File: src/rtl/sprite_mvp_matrix_builder_assert.svh
// Assertion macros for the sprite matrix builder.
`ifndef SPRITE_MVP_MATRIX_BUILDER_ASSERT_SVH
`define SPRITE_MVP_MATRIX_BUILDER_ASSERT_SVH
// Check an implication in the same cycle.
`define SMVP_ASSERT_NOW(lbl, ante, cons, msg) \
  lbl: assert property (@(posedge clk) disable iff (!rst_n) (ante) |-> (cons)) else $error(msg);
// Check an implication in the cycle after the antecedent.
`define SMVP_ASSERT_NEXT(lbl, ante, cons, msg) \
  lbl: assert property (@(posedge clk) disable iff (!rst_n) (ante) |=> (cons)) else $error(msg);
`endif

File: src/rtl/smvp_pkg.sv
// Shared types, constants and tables of the sprite matrix builder.
package smvp_pkg;

  localparam int CORDIC_STEPS = 16;
  localparam int RED_STAGES   = 14;
  localparam int XW           = 33;
  localparam int ZW           = 33;
  localparam int DIV_BITS     = 48;

  localparam logic [18:0] TWO_PI   = 19'd411775;
  localparam logic [18:0] PI       = 19'd205887;
  localparam logic [18:0] HALF_PI  = 19'd102944;
  localparam logic [18:0] OFF_MOD  = 19'd77023;
  localparam logic [29:0] GAIN     = 30'd652032874;
  localparam logic [30:0] SCALE_RST = 31'd65536;

  typedef enum logic [2:0] {
    CFG_CAMERA_X    = 3'd0,
    CFG_CAMERA_Y    = 3'd1,
    CFG_VIEW_WIDTH  = 3'd2,
    CFG_VIEW_HEIGHT = 3'd3,
    CFG_ZOOM_FACTOR = 3'd4
  } cfg_idx_t;

  typedef struct packed {
    logic signed [XW-1:0] x;
    logic signed [XW-1:0] y;
    logic signed [ZW-1:0] z;
    logic                 neg;
  } cordic_t;

  typedef struct packed {
    logic signed [32:0] dx;
    logic signed [32:0] dy;
    logic signed [31:0] scx;
    logic signed [31:0] scy;
  } side_t;

  function automatic logic signed [ZW-1:0] atan_q30(input logic [4:0] idx);
    logic signed [ZW-1:0] v;
    case (idx)
      5'd0:  v = 33'sd843314857;
      5'd1:  v = 33'sd497837829;
      5'd2:  v = 33'sd263043837;
      5'd3:  v = 33'sd133525159;
      5'd4:  v = 33'sd67021687;
      5'd5:  v = 33'sd33543516;
      5'd6:  v = 33'sd16775851;
      5'd7:  v = 33'sd8388437;
      5'd8:  v = 33'sd4194283;
      5'd9:  v = 33'sd2097149;
      5'd10: v = 33'sd1048576;
      5'd11: v = 33'sd524288;
      5'd12: v = 33'sd262144;
      5'd13: v = 33'sd131072;
      5'd14: v = 33'sd65536;
      5'd15: v = 33'sd32768;
      5'd16: v = 33'sd16384;
      5'd17: v = 33'sd8192;
      5'd18: v = 33'sd4096;
      5'd19: v = 33'sd2048;
      5'd20: v = 33'sd1024;
      5'd21: v = 33'sd512;
      5'd22: v = 33'sd256;
      5'd23: v = 33'sd128;
      default: v = '0;
    endcase
    return v;
  endfunction

  function automatic logic [31:0] sat32(input logic signed [49:0] v);
    logic [31:0] r;
    if (v > 50'sd2147483647) begin
      r = 32'h7FFF_FFFF;
    end else if (v < -50'sd2147483648) begin
      r = 32'h8000_0000;
    end else begin
      r = v[31:0];
    end
    return r;
  endfunction

endpackage

File: src/rtl/smvp_red_cell.sv
// One conditional-subtract cell of the angle modulo chain.
module smvp_red_cell (
  input  logic        clk,
  input  logic        en,
  input  logic [3:0]  k,
  input  logic [31:0] d_i,
  output logic [31:0] d_o
);
  import smvp_pkg::*;

  logic [32:0] m_sh;
  logic [31:0] d_nxt;
  logic [31:0] d_r;

  always_comb begin
    m_sh = {14'd0, TWO_PI} << k;
    if ({1'b0, d_i} >= m_sh) begin
      d_nxt = d_i - m_sh[31:0];
    end else begin
      d_nxt = d_i;
    end
  end

  always_ff @(posedge clk) begin
    if (en) begin
      d_r <= d_nxt;
    end
  end

  assign d_o = d_r;
endmodule

File: config.mk
export PLATFORM = sky130hd
export DESIGN_NAME = smvp_red_cell
export DESIGN_NICKNAME = d
export VERILOG_FILES = /design/src/rtl/sprite_mvp_matrix_builder_assert.svh /design/src/rtl/smvp_pkg.sv /design/src/rtl/smvp_red_cell.sv
export SDC_FILE = /design/constraint.sdc
export NUM_CORES = 1
export LEC_CHECK = 0
export BUFFER_PORTS_ARGS = -buffer_cell sky130_fd_sc_hd__buf_4
export CORE_MARGIN = 1
export CORE_UTILIZATION = 60
export CTS_BUF_LIST = sky130_fd_sc_hd__clkbuf_8
export DETAILED_ROUTE_END_ITERATION = 12
export PLACE_DENSITY_LB_ADDON = 0.25
export SYNTH_ARGS = -nofsm -noshare
export SYNTH_HDL_FRONTEND = slang
export SYNTH_SLANG_ARGS = --single-unit
export TNS_END_PERCENT = 50
File: constraint.sdc
create_clock -name clk -period 10.8 [get_ports clk]
set_input_delay 3.24 -clock clk [delete_from_list [all_inputs] [get_ports clk]]
set_output_delay 3.24 -clock clk [all_outputs]
set_load 0.05 [all_outputs]
After elaboration in Yosys (flattened, before gate mapping):

Cells that the tools add are included.

* shifts and indexed selects: 1
* add/subtract/negate cells: 1
* $lt $le $gt $ge: 1
* multiplexer cells: 1

Operators with widths (number)
* $ge A32 B33 Y1: 1
* $shl A19 B4 Y33 const A: 1
* $mux W32: 1
* $sub A32 B32 Y32: 1

* word-level logic and storage cells: 5
* register bits after elaboration: 32
* output and inout port bits: 32

Logic depth before layout (Yosys ltp):

* word-level depth: 3
* gate-level depth with buffers: 17

Least setup slack after synthesis:

OpenSTA, ideal clock, no wires.

* path kind: in2reg
* start: input k[3]
* end: register d_r[28] (netlist: d_o[28]), data pin
* buffers on the path: 2
* path slack: 4.282 ns
* arrival: 6.257 ns
* library setup time: 0.261 ns
* stages on the path: 16
* cell sequence: clkbuf_1 > clkbuf_1 > or2_2 > nor2_1 > ha_1 > inv_1 > fa_1 > a21oi_1 > o21ai_0 > a221oi_2 > o32ai_2 > a221oi_4 > o31ai_2 > a311oi_1 > xor2_1 > o21ai_0

* word-level cells in the longest chain between the ends: 3
* elaborated cells on any way between the ends: 4
* those cells by class: 1 x add/sub; 1 x order compare; 1 x shift; 1 x mux

RTL lines
* start, declared: RTL line smvp_red_cell.sv:5 `input logic [3:0] k,`
* $shl A19 B4 Y33 *: RTL line smvp_red_cell.sv:16 `m_sh = {14'd0, TWO_PI} << k;`
* $sub A32 B32 Y32 or $ge A32 B33 Y1 (tied branches): RTL line smvp_red_cell.sv:18, smvp_red_cell.sv:17
* $mux W32 *: RTL line smvp_red_cell.sv:17 `if ({1'b0, d_i} >= m_sh) begin`
* via d_nxt[28]: RTL line smvp_red_cell.sv:12 `logic [31:0] d_nxt;`
* end signal, assigned: RTL line smvp_red_cell.sv:26 `d_r <= d_nxt;`
* end, declared: RTL line smvp_red_cell.sv:13 `logic [31:0] d_r;`

Mark *: on every way through the listed nets, which the timed path passes. The rest lies on a longest branch.
A chain may end at the register's enable or synchronous reset.

Final worst setup path:

* start: input k[1]
* end: register d_r[27] (netlist: d_o[27]), data pin

The elaborated chain is that of the path after synthesis.

==> flow_summary.json <==
{
  "run_status": "complete, no violations",
  "setup_ws_ns": 3.85,
  "powerDensity_mw_per_mm2": 139,
  "cts_hold_buf": 0,
  "dr.pass1.iters": 5,
  "p_clk_frac": 0.153,
  "critical_path_arrival_ns": 7.10,
  "route.detailed.drc": 0,
  "tightest_slew_ns": 0.544,
  "timing.hold.ws_ns": 3.24,
  "syn_inst": 420,
  "routedWlPerCell_um": 15.8,
  "crit_path_end_kind": "flip-flop",
  "postRouteAntennaNets": 0,
  "drv_slew": 0,
  "cts_max_level": 2,
  "fin_setup_tns_ns": 0,
  "start_util": 0.633,
  "total_leakage_power_nw": 1.79,
  "sw_frac_of_total": 0.442,
  "ys.flop_type": "edfxtp_1",
  "gr-usage-all-layers": 0.291,
  "multi_input_area_mm2": 0.00243,
  "internal_power_uw": 320,
  "boundaryPins": 70,
  "synthesis.area_per_instance_um2": 8.40,
  "largest_reg_flops": 32,
  "synth_seq_area_share": 0.272,
  "drive_gt1_frac": 0.200,
  "pre_cts_slack_ns": 3.64,
  "fp.dieH_um": 78.7,
  "netSwitchingPower_uw": 254,
  "ys_seq_elements": 32,
  "numClockSinks": 32,
  "async_flop_share": 0,
  "final_area_mm2": 0.00415,
  "cts_max_path_buffers": 2,
  "min-delay-path-class": "in2reg",
  "register_area_um2": 961,
  "final_cell_mix": "buf_4 (70), nand2_1 (63), o21ai_0 (46)",
  "die_area_mm2": 0.00619,
  "nNetsFinal": 556,
  "synth_top_cell_area_share": 0.272,
  "clk_pin_slew_ns": 0.07,
  "placed_area_mm2": 0.00407,
  "die_w_um": 78.7,
  "seqPwrFrac": 0.301,
  "synth_nets": 497,
  "layout_min_cycle_time_ns": 6.95,
  "gp_congestion": 0.905,
  "path_class": "in2reg",
  "cts_tree": "built",
  "final_common_cell": "buf_4",
  "grt-ovfl-total": 0,
  "fp.coreArea_mm2": 0.00557,
  "yosys_warnings": 0,
  "vias": 3377,
  "ctsResizeCount": 0,
  "drtIter0Drc": 236,
  "hp-start": "d_i[18]",
  "syn2layout_area_growth_pct": 17.5,
  "diodes": 0,
  "dp_hpwl_mm": 6.61,
  "n_fill_cell": 446,
  "hold_viol_final": 0,
  "slew_headroom": 0.637,
  "cp-start-kind": "primary input",
  "grt_max_degree": 65,
  "setup_violations": 0,
  "max_clock_freq_mhz": 144,
  "cap_violations": 0,
  "routed_wirelength_mm": 8.72,
  "grt_pass1_vias": 3111,
  "synth.distinct_cells": 59,
  "viasPerCell": 6.13,
  "grt_pass1_wl_mm": 14.2,
  "path_max_fanout": 64,
  "cts-buffers-inserted": 5,
  "clock-root-buffer": "clkbuf_8",
  "syn_area_mm2": 0.00353,
  "combinationalPowerShare": 0.545,
  "io_buffers": 69,
  "synthTopCellsByArea": "edfxtp_1 (27%), ha_1 (13%), nand2_1 (6.7%)",
  "critical_path_required_ns": 10.95,
  "num_rows": 27,
  "antenna_found_initial": 0,
  "crit_start": "k[1]",
  "ir_drop_mv": 0.0728,
  "rsz0062_at_grt": "false",
  "period_share": 0.643,
  "synth-edff-count": 32,
  "synth_top_area_cell": "edfxtp_1",
  "cts_setup_buffers": 0
}
[layer usage]
metal,global-route usage,wire length (um)
met5,0,0
met2,0.463,4050
met4,0.0889,133
met3,0.0547,610
met1,0.398,3920
[critical path: stages]
cell	delay, ns
buf_4	0.14
inv_1	0.10
ha_1	0.36
nand2b_1	0.18
a21boi_0	0.30
nor2_1	0.07
a21oi_1	0.17
ha_1	0.27
and3_1	0.21
nand2_1	0.10
or3_1	0.40
nor4_1	0.30
a211oi_1	0.09
o21ai_1	0.23
a41oi_4	0.04
buf_4	0.31
a2111oi_2	0.40
a221o_1	0.17
[logic make-up after synthesis]
group | after synthesis | share of synthesized area
AO/OA/AOI/OAI | 150 | 0.291
XOR/XNOR | 25 | 0.0621
adder cells (fa/ha/maj) | 39 | 0.140
buffers and inverters | 36 | 0.0401
flip-flops | 32 | 0.272
multiplexers | 8 | 0.0245
AND/OR/NAND/NOR | 130 | 0.170
[path summary, 6_finish.rpt]
| check | end | cells after the start | slack, ns |
|---|---|---|---|
| worst min-delay path | d_o[18] | 3 | 3.24 |
| worst max-delay path | d_o[27] | 18 | 3.85 |
[metrics by stage]
step                power [mW]  utilization  instances
floorplan                0.406            -        420
global placement         0.477        0.730        544
detailed placement       0.485        0.730        544
CTS                      0.576        0.744        551
global route             0.608        0.744        551
finish                   0.575        0.744        551
[power groups by stage]
stage | registers [mW] | clock network [mW] | logic [mW]
after floorplan | 0.251 | 0 | 0.154
after global placement | 0.175 | 0 | 0.303
after detailed placement | 0.175 | 0 | 0.310
after CTS | 0.174 | 0.0916 | 0.311
after global routing | 0.175 | 0.0956 | 0.337
final | 0.173 | 0.0880 | 0.313
[cell type report]
class,instances,share of cell area
clock inverters,2,0.00181
repair buffers,70,0.127
flip-flops and latches,32,0.232
well taps,72,0.0217
clock buffers,5,0.0166
inverters,18,0.0163
multi-input cells,352,0.585
[cells in the mapped netlist, drive strengths merged, types with 2 or more instances]
| master | n |
|---|---|
| a2111oi | 3 |
| a211oi | 6 |
| a21boi | 2 |
| a21o | 16 |
| a21oi | 37 |
| a221oi | 4 |
| a31o | 2 |
| a41oi | 3 |
| and2 | 3 |
| and3 | 7 |
| buf | 6 |
| clkbuf | 12 |
| edfxtp | 32 |
| ha | 38 |
| inv | 18 |
| mux2 | 5 |
| mux2i | 3 |
| nand2 | 63 |
| nand2b | 10 |
| nand3 | 8 |
| nand4 | 3 |
| nor2 | 20 |
| nor3 | 3 |
| o2111ai | 2 |
| o211ai | 3 |
| o21a | 2 |
| o21ai | 47 |
| o21bai | 8 |
| o31ai | 7 |
| or2 | 2 |
| or3 | 4 |
| or4 | 2 |
| xnor2 | 15 |
| xor2 | 10 |
(Power assumes the default switching activity.)
