--- src/rtl/sprite_mvp_matrix_builder_assert.svh ---
// Assertion macros for the sprite matrix builder.
`ifndef SPRITE_MVP_MATRIX_BUILDER_ASSERT_SVH
`define SPRITE_MVP_MATRIX_BUILDER_ASSERT_SVH
// Check an implication in the same cycle.
`define SMVP_ASSERT_NOW(lbl, ante, cons, msg) \
  lbl: assert property (@(posedge clk) disable iff (!rst_n) (ante) |-> (cons)) else $error(msg);
// Check an implication in the cycle after the antecedent.
`define SMVP_ASSERT_NEXT(lbl, ante, cons, msg) \
  lbl: assert property (@(posedge clk) disable iff (!rst_n) (ante) |=> (cons)) else $error(msg);
`endif

--- src/rtl/smvp_pkg.sv ---
// Shared types, constants and tables of the sprite matrix builder.
package smvp_pkg;

  localparam int CORDIC_STEPS = 16;
  localparam int RED_STAGES   = 14;
  localparam int XW           = 33;
  localparam int ZW           = 33;
  localparam int DIV_BITS     = 48;

  localparam logic [18:0] TWO_PI   = 19'd411775;
  localparam logic [18:0] PI       = 19'd205887;
  localparam logic [18:0] HALF_PI  = 19'd102944;
  localparam logic [18:0] OFF_MOD  = 19'd77023;
  localparam logic [29:0] GAIN     = 30'd652032874;
  localparam logic [30:0] SCALE_RST = 31'd65536;

  typedef enum logic [2:0] {
    CFG_CAMERA_X    = 3'd0,
    CFG_CAMERA_Y    = 3'd1,
    CFG_VIEW_WIDTH  = 3'd2,
    CFG_VIEW_HEIGHT = 3'd3,
    CFG_ZOOM_FACTOR = 3'd4
  } cfg_idx_t;

  typedef struct packed {
    logic signed [XW-1:0] x;
    logic signed [XW-1:0] y;
    logic signed [ZW-1:0] z;
    logic                 neg;
  } cordic_t;

  typedef struct packed {
    logic signed [32:0] dx;
    logic signed [32:0] dy;
    logic signed [31:0] scx;
    logic signed [31:0] scy;
  } side_t;

  function automatic logic signed [ZW-1:0] atan_q30(input logic [4:0] idx);
    logic signed [ZW-1:0] v;
    case (idx)
      5'd0:  v = 33'sd843314857;
      5'd1:  v = 33'sd497837829;
      5'd2:  v = 33'sd263043837;
      5'd3:  v = 33'sd133525159;
      5'd4:  v = 33'sd67021687;
      5'd5:  v = 33'sd33543516;
      5'd6:  v = 33'sd16775851;
      5'd7:  v = 33'sd8388437;
      5'd8:  v = 33'sd4194283;
      5'd9:  v = 33'sd2097149;
      5'd10: v = 33'sd1048576;
      5'd11: v = 33'sd524288;
      5'd12: v = 33'sd262144;
      5'd13: v = 33'sd131072;
      5'd14: v = 33'sd65536;
      5'd15: v = 33'sd32768;
      5'd16: v = 33'sd16384;
      5'd17: v = 33'sd8192;
      5'd18: v = 33'sd4096;
      5'd19: v = 33'sd2048;
      5'd20: v = 33'sd1024;
      5'd21: v = 33'sd512;
      5'd22: v = 33'sd256;
      5'd23: v = 33'sd128;
      default: v = '0;
    endcase
    return v;
  endfunction

  function automatic logic [31:0] sat32(input logic signed [49:0] v);
    logic [31:0] r;
    if (v > 50'sd2147483647) begin
      r = 32'h7FFF_FFFF;
    end else if (v < -50'sd2147483648) begin
      r = 32'h8000_0000;
    end else begin
      r = v[31:0];
    end
    return r;
  endfunction

endpackage

--- src/rtl/smvp_cordic_cell.sv ---
// One rotation cell of the CORDIC chain.
module smvp_cordic_cell (
  input  logic              clk,
  input  logic              en,
  input  logic [4:0]        idx,
  input  smvp_pkg::cordic_t d_i,
  output smvp_pkg::cordic_t d_o
);
  import smvp_pkg::*;

  logic signed [XW-1:0] dx;
  logic signed [XW-1:0] dy;
  logic signed [ZW-1:0] at;
  cordic_t              d_nxt;
  cordic_t              d_r;

  always_comb begin
    dx  = d_i.y >>> idx;
    dy  = d_i.x >>> idx;
    at  = atan_q30(idx);
    d_nxt.neg = d_i.neg;
    if (!d_i.z[ZW-1]) begin
      d_nxt.x = d_i.x - dx;
      d_nxt.y = d_i.y + dy;
      d_nxt.z = d_i.z - at;
    end else begin
      d_nxt.x = d_i.x + dx;
      d_nxt.y = d_i.y - dy;
      d_nxt.z = d_i.z + at;
    end
  end

  always_ff @(posedge clk) begin
    if (en) begin
      d_r <= d_nxt;
    end
  end

  assign d_o = d_r;
endmodule

--- config.mk ---
export PLATFORM = sky130hd
export DESIGN_NAME = smvp_cordic_cell
export DESIGN_NICKNAME = d
export VERILOG_FILES = /design/src/rtl/sprite_mvp_matrix_builder_assert.svh /design/src/rtl/smvp_pkg.sv /design/src/rtl/smvp_cordic_cell.sv
export SDC_FILE = /design/constraint.sdc
export NUM_CORES = 1
export LEC_CHECK = 0
export ABC_AREA = 1
export BUFFER_PORTS_ARGS = -buffer_cell sky130_fd_sc_hd__buf_2
export CAP_MARGIN = 20
export CORE_MARGIN = 1.5
export CORE_UTILIZATION = 60
export CTS_CLUSTER_DIAMETER = 80
export DETAILED_ROUTE_END_ITERATION = 7
export GPL_ROUTABILITY_DRIVEN = 1
export PLACE_DENSITY = 0.83
export REMOVE_ABC_BUFFERS = 1
export SETUP_SLACK_MARGIN = 0.4
export SLEW_MARGIN = 0
export SYNTH_ARGS = -nofsm -noshare
export SYNTH_HDL_FRONTEND = slang
export SYNTH_SLANG_ARGS = --single-unit
--- constraint.sdc ---
create_clock -name clk -period 5.5 [get_ports clk]
set_input_delay 0.55 -clock clk [delete_from_list [all_inputs] [get_ports clk]]
set_output_delay 0.55 -clock clk [all_outputs]
set_load 0.02 [all_outputs]
# After elaboration in Yosys (flattened, before gate mapping)

Memory sizes are Yosys's and may differ from the RTL's.
Cells that the tools add are included.
Widths: inputs -> output; s select.

Add/subtract/negate cells: 6
Shift operators: 2
Mux-type cells: 1

Operator list:

| cell           | count |
|---|---|
| $add 33x33->33 | 3 |
| $mux 99        | 1 |
| $sub 33x33->33 | 3 |
| $sshr 33x5->33 | 2 |

Register bits: 100
Memory bits (read-only): 960
Input bits: 107
Output and inout port bits: 100
Memories: 1

Memory list:

| name            | words | width | read ports | clocked after memory_dff | wr ports | RTL line       | text |
|---|---|---|---|---|---|---|---|
| (no name shown) | 32    | 30    | 1          | 0                        | 0        | smvp_pkg.sv:41 | `case (idx)` |

# Depth between registers and ports, before layout

Word-level depth: 3
Mapped depth: 32

# Worst setup path after synthesis

No wires, ideal clock.

Kind: input to register
Start point: input idx[0]
End point: register d_r, in the netlist d_o[33], data pin
Arrival: 3.835 ns
Required time: 5.238 ns
Setup slack: 1.403 ns
Stages: 26
Path buffers: 2
Path through: inv_2 buf_6 buf_6 ha_1 nand2_1 o21ai_1 nand2_2 ha_1 nand3_1 nor2_2 nand2_2 nor2_4 nand2_2 nor2_4 nand3_2 o21ai_4 xor2_1 ha_1 nand2_1 nor4_1 nand3_1 nand3_1 nand2_1 o211ai_1 a21oi_1 xor2_1

RTL lines:

| element              | RTL line               | text |
|---|---|---|
| from (decl)          | smvp_cordic_cell.sv:5  | `input logic [4:0] idx,` |
| to (signal assigned) | smvp_cordic_cell.sv:35 | `d_r <= d_nxt;` |
| to (decl)            | smvp_cordic_cell.sv:15 | `cordic_t d_r;` |

==> impl_metrics.env <==
export IMPL_cts_buffer_depth=2
export IMPL_async_reset_ff_share_pct=0
export IMPL_synth_edff_count=100
export IMPL_fin_cells=2855
export IMPL_setup_viol=0
export IMPL_drtAntennaViolNets=0
export IMPL_grt_pass1_vias=15000
export IMPL_final_cell_mix="nand2_1 (771), nand3_1 (374), buf_2 (204), inv_1 (198), nor2_1 (168)"
export IMPL_maxSlewViolCount=0
export IMPL_final_min_clock_period_ns=4.83
export IMPL_ys_dominant_reg_cell="edfxtp_1"
export IMPL_io_pins=207
export IMPL_final_common_cell="nand2_1"
export IMPL_dp_slack_ns=0.100
export IMPL_grt_first_pass_wirelength_mm=75.6
export IMPL_nNetsFinal=2745
export IMPL_cts_buffers=9
export IMPL_cp_start_kind="primary input"
export IMPL_cts_sinks=100
export IMPL_area_delta_synth_final_pct=10.8
export IMPL_grt_usage_pct=37.2
export IMPL_path_class="in2reg"
export IMPL_yosysWarnings=0
export IMPL_die_width_um=160
export IMPL_gr_total_overflow=0
export IMPL_tightest_slew_ns=0.885
export IMPL_port_buffers=206
export IMPL_ys_ff_latch=100
export IMPL_cp_max_fo=61
export IMPL_fin_ws_ns=0.669
export IMPL_die_h_um=160
export IMPL_dp_cells=2834
export IMPL_ys_seq_area_share_pct=20.4
export IMPL_fin_crit_sh_pct=87.8
export IMPL_rows=57
export IMPL_routed_via_density=5.89
export IMPL_avgSynthCellArea_um2=6.27
export IMPL_rsz0062_at_grt="yes"
export IMPL_initial_core_util_pct=60.8
export IMPL_die_area_um2=25500
export IMPL_htreeDepth=3
export IMPL_required_ns=5.61
export IMPL_finalWirelength_mm=49.1
export IMPL_peakVddDrop_v=0.000221
export IMPL_largest_register_ff_count=100
export IMPL_syn_inst=2353
export IMPL_status="completed"
export IMPL_final_core_util_pct=67.3
export IMPL_path_clk_slew_ns=0.08
export IMPL_diodes=0
export IMPL_cp_end_kind="flop"
export IMPL_globalplace_congestion=0.984
export IMPL_drive_gt1_share_pct=12.2
export IMPL_core_area_um2=24200
export IMPL_dp_hpwl_mm=40.1
export IMPL_clk_root_buffer_cell="clkbuf_16"
export IMPL_fin_setup_tns_ns=0
export IMPL_hold_path_class="in2reg"
export IMPL_max_cap_viol_count=0
export IMPL_leakagePower_nw=8.31
export IMPL_vias=16800
export IMPL_max_slew_margin_rel_pct=40.4
export IMPL_ys_types=47
export IMPL_critical_path_arrival_ns=4.94
export IMPL_finalHoldViolCount=0
export IMPL_fmax_ghz=0.207
export IMPL_cts_hold_fix_buffers=0
export IMPL_drc=0
export IMPL_antenna_found_initial=0
export IMPL_dr_pass1_iters=7
export IMPL_syn_cell_area_um2=14700
export IMPL_drt_iter0_markers=1984
export IMPL_avgRoutedWirePerCell_um=17.2
export IMPL_power_density_nw_per_um2=269
export IMPL_grt_max_degree=62
export IMPL_cts_tree="yes"
==> worst max-delay path: stages <==
cell and delay [ns]:
clkbuf_4 0.26, inv_8 0.36, nor2_4 0.11, buf_4 0.17
nand3_1 0.07, nand2_1 0.08, nand2_1 0.07, nand2_1 0.05
inv_1 0.05, nand2_1 0.11, nor2_2 0.16, inv_1 0.05
nor2_1 0.15, nand2_1 0.07, nor2_1 0.35, nor2_1 0.11
xnor2_1 0.15, ha_1 0.38, nand2_1 0.13, nor4_1 0.48
nand2_1 0.10, o211ai_1 0.42, nand2_1 0.09, nand2_1 0.12
a211oi_1 0.10, xor2_1 0.16
==> metal layers <==
layer | up-vias | wire (um) | GRT usage (%) | part of all wire [%]
met4 | 0 | 1990 | 15.8 | 4.1
li1 | 8190 | - | - | -
met5 | - | 0 | 0 | 0
met1 | 7559 | 20300 | 49.0 | 41
met2 | 936 | 22700 | 62.3 | 46
met3 | 127 | 4230 | 3.71 | 8.6
==> power by group <==
part           leakage (nW)  internal, mW  switching (mW)
logic                  7.19         0.856            1.69
clock network         0.139         0.315           0.342
registers             0.979          1.14          0.0483
==> synth_stat cells (6+ instances only) <==
cell type	n	share of area, %
a21boi_0	8	0.41
buf_2	15	0.51
edfxtp_1	100	20
a21o_1	7	0.36
o21a_1	6	0.31
nor2_2	11	0.47
nand3_1	374	13
o211ai_1	14	0.71
buf_6	20	1.5
inv_2	9	0.23
a21oi_1	136	4.6
nor3_1	19	0.64
xor2_1	102	6.1
buf_1	9	0.23
nor2_1	169	4.3
o21ai_0	77	2.6
clkbuf_1	28	0.71
nand2_1	771	20
nand4_1	16	0.68
a31oi_1	9	0.38
xnor2_1	60	3.6
buf_4	8	0.41
nand2_2	8	0.34
nor4_1	11	0.47
inv_1	199	5.1
ha_1	108	9.2
==> through the flow <==
stage,area [um2],hold slack (ns),power (mW)
3_3_place_gp,16000,0.732,3.65
5_1_grt,16300,0.356,4.66
6_report,16300,0.358,4.39
2_1_floorplan,14200,0.649,2.93
4_1_cts,16300,0.356,4.34
3_5_place_dp,16000,0.735,3.68
==> timing repair <==
| item | CTS | global route |
|---|---|---|
| endpoints found under the setup margin | 0 | 15 |
| buffers inserted | 0 | 6 |
| gates resized for setup | 0 | 6 |
==> cell type report <==
| type | instances | area [um2] |
|---|---|---|
| clock buffer | 9 | 225 |
| multi-input combinational | 1964 | 10500 |
| tap | 324 | 405 |
| clock inverter | 6 | 57.6 |
| fill | 2326 | 7920 |
| inverter | 209 | 792 |
| timing repair buffer | 243 | 1380 |
| sequential | 100 | 3000 |
==> logic make-up (layout without fill, tap and decap cells) <==
family,count (synthesis),after routing,share of synthesized area [%]
buffers and inverters,289,467,8.74
xor gates and xnor gates,162,162,9.62
adders and majority gates,111,111,9.57
DFF,100,100,20.4
and+or+nand+nor,1404,1404,40.7
AOI/OAI and AO/OA,287,287,11.0
==> worst paths after layout <==
check | from | endpoint | slack, ns | depth (start not counted)
setup / recovery | idx[2] | d_o[64] | 0.67 | 26
hold / removal | d_i[0] | d_o[0] | 0.36 | 1
Power figures use the tool's default switching activity.
