`src/rtl/sprite_mvp_matrix_builder_assert.svh`:
```
// Assertion macros for the sprite matrix builder.
`ifndef SPRITE_MVP_MATRIX_BUILDER_ASSERT_SVH
`define SPRITE_MVP_MATRIX_BUILDER_ASSERT_SVH
// Check an implication in the same cycle.
`define SMVP_ASSERT_NOW(lbl, ante, cons, msg) \
  lbl: assert property (@(posedge clk) disable iff (!rst_n) (ante) |-> (cons)) else $error(msg);
// Check an implication in the cycle after the antecedent.
`define SMVP_ASSERT_NEXT(lbl, ante, cons, msg) \
  lbl: assert property (@(posedge clk) disable iff (!rst_n) (ante) |=> (cons)) else $error(msg);
`endif

```
`src/rtl/smvp_pkg.sv`:
```
// Shared types, constants and tables of the sprite matrix builder.
package smvp_pkg;

  localparam int CORDIC_STEPS = 16;
  localparam int RED_STAGES   = 14;
  localparam int XW           = 33;
  localparam int ZW           = 33;
  localparam int DIV_BITS     = 48;

  localparam logic [18:0] TWO_PI   = 19'd411775;
  localparam logic [18:0] PI       = 19'd205887;
  localparam logic [18:0] HALF_PI  = 19'd102944;
  localparam logic [18:0] OFF_MOD  = 19'd77023;
  localparam logic [29:0] GAIN     = 30'd652032874;
  localparam logic [30:0] SCALE_RST = 31'd65536;

  typedef enum logic [2:0] {
    CFG_CAMERA_X    = 3'd0,
    CFG_CAMERA_Y    = 3'd1,
    CFG_VIEW_WIDTH  = 3'd2,
    CFG_VIEW_HEIGHT = 3'd3,
    CFG_ZOOM_FACTOR = 3'd4
  } cfg_idx_t;

  typedef struct packed {
    logic signed [XW-1:0] x;
    logic signed [XW-1:0] y;
    logic signed [ZW-1:0] z;
    logic                 neg;
  } cordic_t;

  typedef struct packed {
    logic signed [32:0] dx;
    logic signed [32:0] dy;
    logic signed [31:0] scx;
    logic signed [31:0] scy;
  } side_t;

  function automatic logic signed [ZW-1:0] atan_q30(input logic [4:0] idx);
    logic signed [ZW-1:0] v;
    case (idx)
      5'd0:  v = 33'sd843314857;
      5'd1:  v = 33'sd497837829;
      5'd2:  v = 33'sd263043837;
      5'd3:  v = 33'sd133525159;
      5'd4:  v = 33'sd67021687;
      5'd5:  v = 33'sd33543516;
      5'd6:  v = 33'sd16775851;
      5'd7:  v = 33'sd8388437;
      5'd8:  v = 33'sd4194283;
      5'd9:  v = 33'sd2097149;
      5'd10: v = 33'sd1048576;
      5'd11: v = 33'sd524288;
      5'd12: v = 33'sd262144;
      5'd13: v = 33'sd131072;
      5'd14: v = 33'sd65536;
      5'd15: v = 33'sd32768;
      5'd16: v = 33'sd16384;
      5'd17: v = 33'sd8192;
      5'd18: v = 33'sd4096;
      5'd19: v = 33'sd2048;
      5'd20: v = 33'sd1024;
      5'd21: v = 33'sd512;
      5'd22: v = 33'sd256;
      5'd23: v = 33'sd128;
      default: v = '0;
    endcase
    return v;
  endfunction

  function automatic logic [31:0] sat32(input logic signed [49:0] v);
    logic [31:0] r;
    if (v > 50'sd2147483647) begin
      r = 32'h7FFF_FFFF;
    end else if (v < -50'sd2147483648) begin
      r = 32'h8000_0000;
    end else begin
      r = v[31:0];
    end
    return r;
  endfunction

endpackage

```
`src/rtl/smvp_div.sv`:
```
// Serial restoring divider for the viewport scale factors.
module smvp_div (
  input  logic        clk,
  input  logic        rst_n,
  input  logic        start,
  input  logic [47:0] num,
  input  logic [30:0] den,
  output logic        busy,
  output logic [30:0] quo
);
  import smvp_pkg::*;

  logic [5:0]  cnt_r, cnt_nxt;
  logic        busy_r, busy_nxt;
  logic [47:0] n_r, n_nxt;
  logic [30:0] rem_r, rem_nxt;
  logic [47:0] q_r, q_nxt;
  logic [30:0] quo_r, quo_nxt;
  logic [31:0] trial;

  always_comb begin
    trial    = {rem_r, n_r[47]};
    cnt_nxt  = cnt_r;
    busy_nxt = busy_r;
    n_nxt    = n_r;
    rem_nxt  = rem_r;
    q_nxt    = q_r;
    quo_nxt  = quo_r;
    if (start) begin
      cnt_nxt  = '0;
      busy_nxt = 1'b1;
      n_nxt    = num;
      rem_nxt  = '0;
      q_nxt    = '0;
    end else if (busy_r) begin
      n_nxt = {n_r[46:0], 1'b0};
      if (trial >= {1'b0, den}) begin
        rem_nxt = 31'(trial - {1'b0, den});
        q_nxt   = {q_r[46:0], 1'b1};
      end else begin
        rem_nxt = trial[30:0];
        q_nxt   = {q_r[46:0], 1'b0};
      end
      cnt_nxt = cnt_r + 6'd1;
      if (cnt_r == 6'(DIV_BITS - 1)) begin
        busy_nxt = 1'b0;
        quo_nxt  = (q_nxt[47:31] != '0) ? 31'h7FFF_FFFF : q_nxt[30:0];
      end
    end
  end

  always_ff @(posedge clk) begin
    if (!rst_n) begin
      cnt_r  <= '0;
      busy_r <= 1'b0;
      quo_r  <= SCALE_RST;
    end else begin
      cnt_r  <= cnt_nxt;
      busy_r <= busy_nxt;
      quo_r  <= quo_nxt;
    end
    n_r   <= n_nxt;
    rem_r <= rem_nxt;
    q_r   <= q_nxt;
  end

  assign busy = busy_r;
  assign quo  = quo_r;
endmodule

```
`config.mk`:
```
export PLATFORM = sky130hd
export DESIGN_NAME = smvp_div
export DESIGN_NICKNAME = d
export VERILOG_FILES = /design/src/rtl/sprite_mvp_matrix_builder_assert.svh /design/src/rtl/smvp_pkg.sv /design/src/rtl/smvp_div.sv
export SDC_FILE = /design/constraint.sdc
export NUM_CORES = 1
export LEC_CHECK = 0
export BUFFER_PORTS_ARGS = -buffer_cell sky130_fd_sc_hd__buf_2
export CAP_MARGIN = 0
export CORE_MARGIN = 2
export CORE_UTILIZATION = 55
export CTS_CLUSTER_DIAMETER = 50
export DETAILED_ROUTE_END_ITERATION = 16
export GPL_ROUTABILITY_DRIVEN = 0
export PLACE_DENSITY = 0.83
export SYNTH_ARGS = -nofsm -noshare
export SYNTH_HDL_FRONTEND = slang
export SYNTH_SLANG_ARGS = --single-unit
```
`constraint.sdc`:
```
create_clock -name clk -period 9.1 [get_ports clk]
set_clock_uncertainty 0.1 [all_clocks]
set_input_delay 1.82 -clock clk [delete_from_list [all_inputs] [get_ports clk]]
set_output_delay 1.82 -clock clk [all_outputs]
set_load 0.005 [all_outputs]
```
== Yosys cells after proc, flatten, opt, wreduce, memory -nomap -nowiden ==
Index checks and enable logic that the tools add are counted.

* Add/subtract/negate cells: 2
* Order comparisons: 1
* Eq/ne operators: 1
* Mux-type cells: 10
* Bitwise operators: 2
* Reductions and logical operators: 4

{| class="wikitable"
|+ Operators with widths
! cell !! number
|-
| $mux W48 || 4
|-
| $mux W31 || 2
|-
| $ge A32 B31 Y1 || 1
|-
| $sub A31 B31 Y31 || 1
|-
| $reduce_bool A17 Y1 || 1
|-
| $add A6 B1 Y6 const B || 1
|-
| $eq A6 B6 Y1 const B || 1
|-
| $mux W1 || 4
|-
| $reduce_and A3 Y1 || 1
|-
| $not A1 Y1 || 2
|-
| $reduce_bool A2 Y1 || 1
|-
| $reduce_or A2 Y1 || 1
|}

* Flip-flop bits (word level): 164
* Input port bits: 82
* Output and inout bits: 32
* Word-level logic and storage cells: 26

== Depth between registers and ports, before layout ==
Gate-level depths: netlist of the first run.

* Word-level depth: 6
* Mapped depth: 14

== Worst setup path after synthesis of the first run ==
OpenSTA, ideal clock, no wires.

* Kind: input port to flip-flop
* From: input den[12]
* To: register rem_r[29]
* Data arrival time: 4.088 ns
* Slack: 4.827 ns
* Stages: 12
* Path buffers: 1
* Cell sequence: inv_1 ha_1 buf_2 a21oi_1 o211ai_1 o41a_1 a211oi_1 o31ai_1 a21oi_1 xnor2_1 mux2i_1 a211oi_1

* Word-level cells in the longest chain between the ends: 2
* Elaborated cells on any way between the ends: 3

{| class="wikitable"
|+ Ends and longest elaborated chain
! element !! line !! source
|-
| start, declared || smvp_div.sv:7 || <nowiki>input logic [30:0] den,</nowiki>
|-
| $sub A31 B31 Y31 / $ge A32 B31 Y1 (equally long branches) || smvp_div.sv:38, smvp_div.sv:37 ||
|-
| $mux W31 (*) || smvp_div.sv:37 || <nowiki>if (trial >= {1'b0, den}) begin</nowiki>
|-
| end signal, assigned || smvp_div.sv:63 || <nowiki>rem_r <= rem_nxt;</nowiki>
|-
| end, declared || smvp_div.sv:16 || <nowiki>logic [30:0] rem_r, rem_nxt;</nowiki>
|}

Every way passes the cells marked *; elsewhere a longest branch is shown, timed or not.
A chain may end at the register's enable or synchronous reset.

== Worst setup path in the final report of the first run ==
* From: input den[0]
* To: register rem_r[16]

Same word-level chain as after synthesis.

==> impl_metrics.py, run 1 <==
metrics = {
    "placed_design": {
        "io_buffers": 113,
        "place_ws_ps": 3953,
        "dpl.hpwl_microns": 10660,
        "dp_cells": 1041,
    },
    "critical_path": {
        "arrival_ps": 4850,
        "crit_path_end_kind": "register",
        "crit_type": "in -> reg",
        "crit_fanout": 23,
        "crit_start": "den[0]",
        "worstSetupEndpoint": "rem_r[16]",
        "r2r_cells": 13,
        "reg2reg_from": "n_r[47]",
        "crit_required_ps": 9240,
        "r2r_end": "rem_r[16]",
        "ff2ff_setup_slack_ps": 5530,
        "cp-start-kind": "input port",
    },
    "clock_tree": {
        "post_cts_buffers": 0,
        "cts.sinks": 164,
        "clockBufferDepth": 2,
        "cts-root-buf": "clkbuf_16",
        "insertion_delay_ps": 430,
        "path_clk_slew_ps": 60,
        "cts_buffers": 17,
        "cts_hold_repair.buffers": 0,
        "htree_num_levels": 4,
        "cts_tree": "built",
        "cts_resized": 0,
    },
    "die": {
        "core_area_sq_mm": 0.01448,
        "rows": 44,
        "ios": 114,
        "die_width_microns": 125.6,
        "die-area_sq_mm": 0.01578,
        "start_util_pct": 56.17,
        "die_y_microns": 125.6,
    },
    "sta": {
        "fin_crit_sh_pct": 51.73,
        "maxSlewHeadroom_pct": 24.95,
        "final_max_slew_viol_count": 0,
        "tightest_slew_ps": 1126,
        "hold_viol_final": 0,
        "setup_tns_ps": 0,
        "setup_ws_ps": 4393,
        "grt_setup_unrepaired": "no",
        "setup_viol": 0,
        "finalCriticalPeriod_ps": 4707,
        "max_freq_mhz": 212.4,
    },
    "routing": {
        "routed_via_density": 5.606,
        "postRouteAntennaNets": 0,
        "wl_per_cell_microns": 15.09,
        "drtIter0Drc": 374,
        "drc_errors": 0,
        "firstDrtPassIters": 5,
        "drt_wl_total_microns": 16210,
        "num_vias": 6021,
    },
    "status": {
        "outcome": "completed",
    },
    "synth": {
        "synth_fp_nets": 905,
        "synth_area_sq_mm": 0.008133,
        "synthAdderAreaFrac_pct": 5.169,
        "synthFlopType": "dfxtp_1",
        "synthArstFlopShare_pct": 0,
        "synth.mux.area_fraction_pct": 14.88,
        "syn_inst": 790,
        "ys_seq_area_share_pct": 46.28,
        "synth-compound-area-share_pct": 16.00,
        "yosys_warnings": 0,
        "ys_seq_elements": 164,
        "synth-simple-area-share_pct": 9.985,
        "synth_xor_area_share_pct": 3.123,
        "synth_edf_count": 48,
        "avgSynthCellArea_sq_um": 10.29,
        "synth_top_family_by_area": "compound AO/OA/AOI/OAI gates",
        "synth_cell_types": 51,
    },
    "layout": {
        "layout.cells.non_filler": 1074,
        "final_common_cell": "dfxtp_1",
        "final_cell_mix": "dfxtp_1, buf_2, nor2_1, mux2i_1, edfxtp_1",
        "layout-drive-gt1-share_pct": 25.98,
        "fin_nets": 991,
        "fin_util_pct": 64.88,
        "area_growth_pct": 15.51,
    },
    "power": {
        "total_power_mw": 1.862,
        "power.density_mw_per_mm2": 198.2,
        "ir_drop_v": 0.0001398,
        "p_leak_nw": 4.044,
    },
    "grt": {
        "grt_pass1_vias": 5811,
        "antenna_found_initial": 1,
        "track_usage_pct": 21.21,
        "grt-ovfl-total": 0,
        "grt_max_degree": 93,
        "grt_pass1_wl_microns": 27760,
    },
    "run": {
        "maxCapViolations": 0,
    },
    "min_path": {
        "min_path_type": "reg -> reg",
    },
}
-- metrics by stage --
step | hold WS, ps | cell area [sq um]
6_report | 391.1 | 9394
5_1_grt | 410.2 | 9394
4_1_cts | 393.8 | 9392
3_5_place_dp | 379.3 | 8758
3_3_place_gp | 363.1 | 8758
2_1_floorplan | 353.4 | 8133
-- critical path, cell delays in order --
cell and delay, ps:
buf_2 110, ha_1 220, fa_1 400, nor2b_1 160, o31a_1 160, o21ai_1 100
a21o_1 220, a21oi_2 190, o31ai_2 120, o21ai_4 580, buf_4 430, mux2i_1 220
a211oi_1 100
-- Yosys cell counts (2+ instances only) --
library cell	number	area, sq um
dfxtp_1	116	2322
nor2_1	92	345.3
mux2i_1	68	680.7
edfxtp_1	48	1441
mux2_2	47	529.3
inv_1	44	165.2
clkbuf_1	38	142.6
a21oi_1	36	180.2
ha_1	32	400.4
o221a_2	30	337.8
a211oi_1	28	210.2
nand2_1	27	101.4
o21ai_0	25	125.1
a21o_1	20	150.1
xnor2_1	17	148.9
nand4_1	12	75.07
xor2_1	12	105.1
o211ai_1	9	67.56
nand3_1	8	40.04
buf_1	7	26.28
nor2b_1	6	37.54
nor3_1	6	30.03
nor4_1	6	37.54
nand2b_1	5	31.28
and2_1	4	25.02
o21a_1	4	30.03
a31oi_1	3	18.77
and3_1	3	18.77
buf_2	3	15.01
o21bai_1	3	22.52
o31a_1	3	26.28
or3_1	3	18.77
a21boi_0	2	15.01
buf_6	2	22.52
nor3b_1	2	15.01
o21ai_1	2	10.01
o22ai_1	2	12.51
or2_2	2	12.51
-- state kept, by name (all words and copies together) (netlist names) --
register / cells
rem_r: 31
q_r: 47
cnt_r: 6
n_r: 48
busy: 1
quo: 31
-- worst min path at each step --
stage                         start   endpoint  slack [ps]  cells past startpoint
after detailed placement    quo[16]    quo[16]         380                      2
after global placement     cnt_r[5]   cnt_r[5]         360                      2
final                      cnt_r[5]   cnt_r[5]         390                      2
after floorplan            cnt_r[5]   cnt_r[5]         350                      2
after CTS                  cnt_r[5]   cnt_r[5]         390                      2
after global routing      rem_r[26]  rem_r[26]         410                      2
-- layer usage --
layer	track usage [%]	routed length, microns	vias up
met4	7.908	275	0
li1	-	-	3039
met3	4.065	629	24
met2	34.72	7735	116
met5	0	0	-
met1	28.01	7567	2842
-- where the power goes --
group          leakage (nW)  internal (mW)  total [mW]  switching (mW)
sequential             1.42          0.795       0.815          0.0205
clock                 0.310          0.448       0.758           0.310
combinational          2.31          0.130       0.289           0.159
total                  4.04           1.37        1.86           0.490
-- cell families after synthesis --
logic type      count (synthesis)
flops                         164
buf+inv                        94
compound gates                176
mux                           115
simple gates                  179
fa+ha+maj                      33
xor+xnor                       29
-- area by class of cell --
cell class	instances	area, sq um
fill	1145	5085
multi-input combinational	532	3998
sequential	164	3767
timing repair buffer	117	598.1
clock buffer	20	479.2
tap	184	230.2
inverter	44	165.2
clock inverter	12	153.9
antenna	1	2.502
(Power assumes the default switching activity.)
==> run 2: changes to the inputs <==
--- a/config.mk
+++ b/config.mk
@@ -5,6 +5,7 @@
 export SDC_FILE = /design/constraint.sdc
 export NUM_CORES = 1
 export LEC_CHECK = 0
+export ABC_AREA = 1
 export BUFFER_PORTS_ARGS = -buffer_cell sky130_fd_sc_hd__buf_2
 export CAP_MARGIN = 0
 export CORE_MARGIN = 2
@@ -12,7 +13,7 @@
 export CTS_CLUSTER_DIAMETER = 50
 export DETAILED_ROUTE_END_ITERATION = 16
 export GPL_ROUTABILITY_DRIVEN = 0
-export PLACE_DENSITY = 0.83
+export PLACE_DENSITY = 0.82
 export SYNTH_ARGS = -nofsm -noshare
 export SYNTH_HDL_FRONTEND = slang
 export SYNTH_SLANG_ARGS = --single-unit
==> constraint.sdc (replaced) <==
create_clock -name clk -period 4.9 [get_ports clk]
set_clock_uncertainty 0.1 [all_clocks]
set_input_delay 0.98 -clock clk [delete_from_list [all_inputs] [get_ports clk]]
set_output_delay 0.98 -clock clk [all_outputs]
set_load 0.005 [all_outputs]
==> run 2 against run 1 <==
  * Wire length up 31%
  * Sequential share of layout area down 4.0 points
  * Flip-flop and latch count unchanged
  * Clock-buffer cell count down 2
  * Critical path depth up 3
  * Global-route usage up 3.4 points
  * Combinational power down 19%
  * First-iteration DRC count up 41%
  * Worst hold slack worse by 31 ps
  * Critical path type unchanged
  * Critical endpoint is now rem_r[24]
  * Largest cell class unchanged
==> impl_metrics.py, run 2 <==
metrics = {
    "status": {
        "outcome": "completed",
    },
    "routing": {
        "drtIter0Drc": 529,
        "num_vias": 8229,
        "routed_via_density": 4.948,
        "postRouteAntennaNets": 0,
        "drc_errors": 0,
        "firstDrtPassIters": 5,
        "drt_wl_total_microns": 21240,
        "wl_per_cell_microns": 12.77,
    },
    "layout": {
        "top_register": "n_r",
        "layout.cells.non_filler": 1663,
        "final_cell_mix": "nand2_1, inv_1, dfxtp_1, buf_2, nor2_1",
        "largest_reg_flops": 48,
        "fin_nets": 1544,
        "final_common_cell": "nand2_1",
        "area_growth_pct": 13.89,
        "layout-drive-gt1-share_pct": 13.87,
        "largestRegisters": "n_r (48), q_r (47)",
    },
    "critical_path": {
        "r2r_cells": 16,
        "crit_fanout": 33,
        "crit_family": "simple AND/OR/NAND/NOR gates",
        "critical_path.max_stage_delay_ps": 410,
        "crit_type": "in -> reg",
        "cp_num_buf_inv": 2,
        "cp-start-kind": "input port",
        "arrival_ps": 3390,
        "cp_slowest_cell": "fa_1",
        "ff2ff_setup_slack_ps": 2040,
        "worstPathCellList": "buf_2 > ha_1 > fa_1 > inv_1 > nand2_1 > nand2_1 > nand3_2 > nand2_4 > nand2_2 > nand3_2 > nand2_4 > nand2_4 > nand2_2 > nand2_1 > nand2_1 > nand2_1",
        "crit_path_end_kind": "register",
        "r2r_end": "rem_r[24]",
        "path_common_cell": "nand2_1",
        "crit_required_ps": 5170,
        "reg2reg_from": "n_r[47]",
    },
    "sta": {
        "max_freq_mhz": 320.6,
        "tightest_slew_ps": 1022,
        "setup_viol": 0,
        "fin_crit_sh_pct": 63.66,
        "final_max_slew_viol_count": 0,
        "hold_viol_final": 0,
        "setup_tns_ps": 0,
        "maxSlewHeadroom_pct": 31.77,
        "grt_setup_unrepaired": "no",
        "finalCriticalPeriod_ps": 3119,
    },
    "placed_design": {
        "io_buffers": 113,
        "dp_cells": 1630,
        "dpl.hpwl_microns": 15330,
    },
    "min_path": {
        "min_delay_path_depth": 2,
        "min_path_type": "reg -> reg",
        "hold-path-endpoint": "quo[21]",
        "worstHoldStart": "q_r[20]",
    },
    "synth": {
        "synth_area_sq_mm": 0.009161,
        "synth_top_area_share_pct": 25.35,
        "synthTopCellsByCount": "nand2_1, inv_1, dfxtp_1",
        "syn_inst": 1334,
        "synth.area.top_cells": "dfxtp_1, nand2_1, edfxtp_1",
        "synthArstFlopShare_pct": 0,
        "synthFlopType": "dfxtp_1",
        "yosysTopAreaCell": "dfxtp_1",
        "yosys_warnings": 0,
        "ys_seq_area_share_pct": 41.08,
        "avgSynthCellArea_sq_um": 6.868,
        "synth_fp_nets": 1449,
        "synth_edf_count": 48,
        "ys_seq_elements": 164,
        "yosys.cell_count.top_type": "nand2_1",
        "synth_cell_types": 38,
    },
    "clock_tree": {
        "post_cts_buffers": 0,
        "cts.sinks": 164,
        "clockBufferDepth": 2,
        "cts_buffers": 17,
        "cts_tree": "built",
        "cts_resized": 0,
        "htree_num_levels": 4,
        "insertion_delay_ps": 430,
        "path_clk_slew_ps": 70,
        "cts-root-buf": "clkbuf_16",
        "cts_hold_repair.buffers": 0,
    },
    "die": {
        "rows": 47,
        "die_width_microns": 133.1,
        "die_y_microns": 133.1,
        "start_util_pct": 55.84,
        "core_area_sq_mm": 0.01641,
        "die-area_sq_mm": 0.01771,
        "ios": 114,
    },
    "grt": {
        "grt_pass1_wl_microns": 35410,
        "antenna_found_initial": 1,
        "grt_pass1_vias": 7926,
        "grt-ovfl-total": 0,
        "grt_max_degree": 61,
        "track_usage_pct": 24.65,
    },
    "power": {
        "ir_drop_v": 0.0002365,
        "p_leak_nw": 5.639,
        "power.density_mw_per_mm2": 289.5,
    },
    "run": {
        "maxCapViolations": 0,
    },
}
==> run 2: tightest hold or removal path: cells and delay by family (launching register included) <==
kind | cells | cell delay (ps)
AOI/OAI and AO/OA | 1 | 70
buffers and inverters | 1 | 40
DFF | 1 | 320
==> run 2: cell type report <==
class                   count  area [sq um]
diodes                      1         2.502
fillers                  1469          5973
inverters                 252         947.2
flip-flops and latches    164          3764
multi-input cells         873          4213
clock inverters            14         143.9
repair buffers            121         638.1
clock buffers              18         450.4
well taps                 220         275.3
==> run 2: through the flow <==
stage	total power [mW]	utilization, %	worst slack, ps	cell area (sq um)	hold WS, ps
floorplan	1.647	-	1534	9161	332.1
global placement	1.720	59.96	1436	9837	337.8
detailed placement	1.726	59.96	1391	9837	346.5
CTS	3.040	63.58	1822	10430	365.0
global route	3.126	63.59	1603	10430	390.0
finish	3.021	63.59	1781	10430	359.6
==> run 2: logic make-up after synthesis <==
kind of cell	synth area share, %
DFF	41.08
AOI/OAI and AO/OA	7.102
buffers and inverters	12.93
adders and majority gates	4.589
and+or+nand+nor	32.86
xor gates and xnor gates	1.434
==> run 2: worst max path at each step <==
| stage | start | to | cells after the start | slack [ps] |
|---|---|---|---|---|
| 2_1_floorplan | start | n_r[0] | 4 | 1530 |
| 3_3_place_gp | den[25] | rem_r[27] | 14 | 1440 |
| 3_5_place_dp | den[0] | rem_r[24] | 16 | 1390 |
| 4_1_cts | den[0] | rem_r[24] | 16 | 1820 |
| 5_1_grt | den[0] | rem_r[17] | 16 | 1600 |
| 6_report | den[0] | rem_r[24] | 16 | 1780 |
==> run 2: power breakdown <==
part | total [mW] | switching [mW] | internal [mW]
clock | 1.32 | 0.578 | 0.745
combinational | 0.235 | 0.153 | 0.0815
sequential | 1.46 | 0.0138 | 1.45
total | 3.02 | 0.745 | 2.28
==> run 2: per-layer routing <==
metal / part of all wire, % / vias to the layer above / track usage (%)
met3: 6.0 / 47 / 5.862
met2: 47 / 226 / 42.14
li1: - / 4297 / -
met5: 0 / - / 0
met1: 44 / 3659 / 30.03
met4: 2.8 / 0 / 9.737
==> run 3: changes to the inputs <==
--- a/config.mk
+++ b/config.mk
@@ -9,11 +9,11 @@
 export BUFFER_PORTS_ARGS = -buffer_cell sky130_fd_sc_hd__buf_2
 export CAP_MARGIN = 0
 export CORE_MARGIN = 2
-export CORE_UTILIZATION = 55
+export CORE_UTILIZATION = 53
 export CTS_CLUSTER_DIAMETER = 50
 export DETAILED_ROUTE_END_ITERATION = 16
 export GPL_ROUTABILITY_DRIVEN = 0
-export PLACE_DENSITY = 0.82
+export PLACE_DENSITY = 0.83
 export SYNTH_ARGS = -nofsm -noshare
 export SYNTH_HDL_FRONTEND = slang
 export SYNTH_SLANG_ARGS = --single-unit
==> constraint.sdc (replaced) <==
create_clock -name clk -period 2.7 [get_ports clk]
set_clock_uncertainty 0.1 [all_clocks]
set_input_delay 0.54 -clock clk [delete_from_list [all_inputs] [get_ports clk]]
set_output_delay 0.54 -clock clk [all_outputs]
set_load 0.005 [all_outputs]
==> run 3 against run 2 <==
  * Utilization decreased by 1.9 points
  * Clock-buffer cell count decreased by 1
  * Final area increased by 1.3%
  * Critical path depth stayed put
  * Critical endpoint is now rem_r[10]
  * Largest cell class unchanged
  * Largest power group unchanged
  * Highest routed layer unchanged
==> impl_metrics.py, run 3 (same netlist as run 2, synthesis figures left out) <==
metrics = {
    "status": {
        "outcome": "completed",
    },
    "power": {
        "total_power_mw": 5.636,
        "p_leak_nw": 5.701,
        "power.density_mw_per_mm2": 533.3,
        "ir_drop_v": 0.0004600,
    },
    "critical_path": {
        "arrival_ps": 2680,
        "crit_path_end_kind": "register",
        "cp-start-kind": "register",
        "crit_start": "n_r[47]",
        "crit_required_ps": 2890,
        "reg2reg_from": "n_r[47]",
        "crit_fanout": 15,
        "crit_type": "reg -> reg",
    },
    "sta": {
        "maxSlewHeadroom_pct": 55.88,
        "final_max_slew_viol_count": 0,
        "setup_viol": 0,
        "tightest_slew_ps": 661.9,
        "grt_setup_unrepaired": "no",
        "finalCriticalPeriod_ps": 2488,
        "fin_crit_sh_pct": 92.14,
        "hold_viol_final": 0,
        "max_freq_mhz": 402.0,
        "setup_tns_ps": 0,
    },
    "clock_tree": {
        "htree_num_levels": 4,
        "cts_tree": "built",
        "cts_hold_repair.buffers": 0,
        "cts_resized": 0,
        "insertion_delay_ps": 430,
        "clockBufferDepth": 2,
        "cts_buffers": 17,
        "cts.sinks": 164,
        "cts-root-buf": "clkbuf_16",
        "post_cts_buffers": 0,
        "path_clk_slew_ps": 70,
    },
    "grt": {
        "grt-ovfl-total": 0,
        "track_usage_pct": 24.39,
        "grt_pass1_wl_microns": 35940,
        "grt_max_degree": 60,
        "antenna_found_initial": 0,
        "grt_pass1_vias": 7937,
    },
    "layout": {
        "area_growth_pct": 15.35,
        "final_cell_mix": "nand2_1, inv_1, dfxtp_1, buf_2, nor2_1",
        "fin_nets": 1556,
        "final_common_cell": "nand2_1",
        "top_register": "n_r",
        "largestRegisters": "n_r (48), q_r (47)",
        "layout-drive-gt1-share_pct": 14.51,
        "largest_reg_flops": 48,
        "num_antenna_cells": 0,
    },
    "run": {
        "maxCapViolations": 0,
    },
    "die": {
        "start_util_pct": 53.52,
        "die_width_microns": 135.5,
        "rows": 48,
        "die_y_microns": 135.5,
        "die-area_sq_mm": 0.01835,
        "ios": 114,
        "core_area_sq_mm": 0.01712,
    },
    "routing": {
        "drtIter0Drc": 582,
        "num_vias": 8376,
        "wl_per_cell_microns": 12.86,
        "drt_wl_total_microns": 21600,
        "firstDrtPassIters": 7,
        "postRouteAntennaNets": 0,
        "routed_via_density": 4.989,
        "drc_errors": 0,
    },
    "min_path": {
        "min_path_type": "in -> reg",
        "worstHoldStart": "rst_n",
    },
    "placed_design": {
        "dpl.hpwl_microns": 15710,
        "io_buffers": 113,
    },
}
==> run 3: cell count changes in the layout (fill, tap and decap cells not counted), moves of 2 or more <==
cell / change
clkinv_2: -3
inv_6: +2
buf_4: +11
bufinv_16: +2
==> run 3: power breakdown <==
group | total, mW | internal (mW) | leakage (nW) | switching (mW)
clock network | 2.54 | 1.48 | 0.295 | 1.06
registers | 2.66 | 2.63 | 1.43 | 0.0252
logic | 0.441 | 0.156 | 3.98 | 0.285
total | 5.64 | 4.27 | 5.70 | 1.37
==> run 3: layer usage <==
metal | share of wire (%) | vias to the layer above | global-route usage [%]
li1 | - | 4313 | -
met1 | 44 | 3768 | 30.92
met2 | 47 | 247 | 40.61
met3 | 5.9 | 48 | 5.350
met4 | 2.9 | 0 | 9.664
met5 | 0 | - | 0
==> run 3: final cells by class <==
cell class / count / area (sq um)
timing repair buffer: 133 / 740.7
tap: 225 / 281.5
inverter: 252 / 947.2
multi-input combinational: 873 / 4213
clock inverter: 15 / 196.4
sequential: 164 / 3764
clock buffer: 17 / 425.4
fill: 1531 / 6549
==> run 3: final timing paths <==
kind | endpoint | slack [ps] | cells past startpoint
worst max-delay path | rem_r[10] | 210 | 16
worst min-delay path | quo[16] | 180 | 2
worst max register to register | rem_r[10] | 210 | 16
worst min register to register | quo[19] | 360 | 2
==> run 3: critical path: stages, from the launching register on <==
cell	delay, ps
edfxtp_1	330
inv_1	90
ha_1	220
fa_1	410
inv_1	110
nand2_1	60
nand2_1	90
nand3_2	80
nand2_4	100
nand2_2	60
nand3_2	80
nand2_4	80
nand2_4	80
buf_4	220
nand2_1	100
nand3_2	80
o21ai_2	50
==> run 3: through the flow <==
step                      setup slack, ps  utilization (%)  hold slack, ps  cells  area (sq um)
final                               212.3            61.74           184.5   1679         10570
after global routing                32.66            61.74           176.2   1679         10570
after CTS                           217.0            61.74           170.3   1679         10570
after detailed placement            35.60            58.11           341.7   1647          9946
after global placement              113.7            58.11           335.2   1647          9946
after floorplan                     396.5                -           332.1   1334          9163
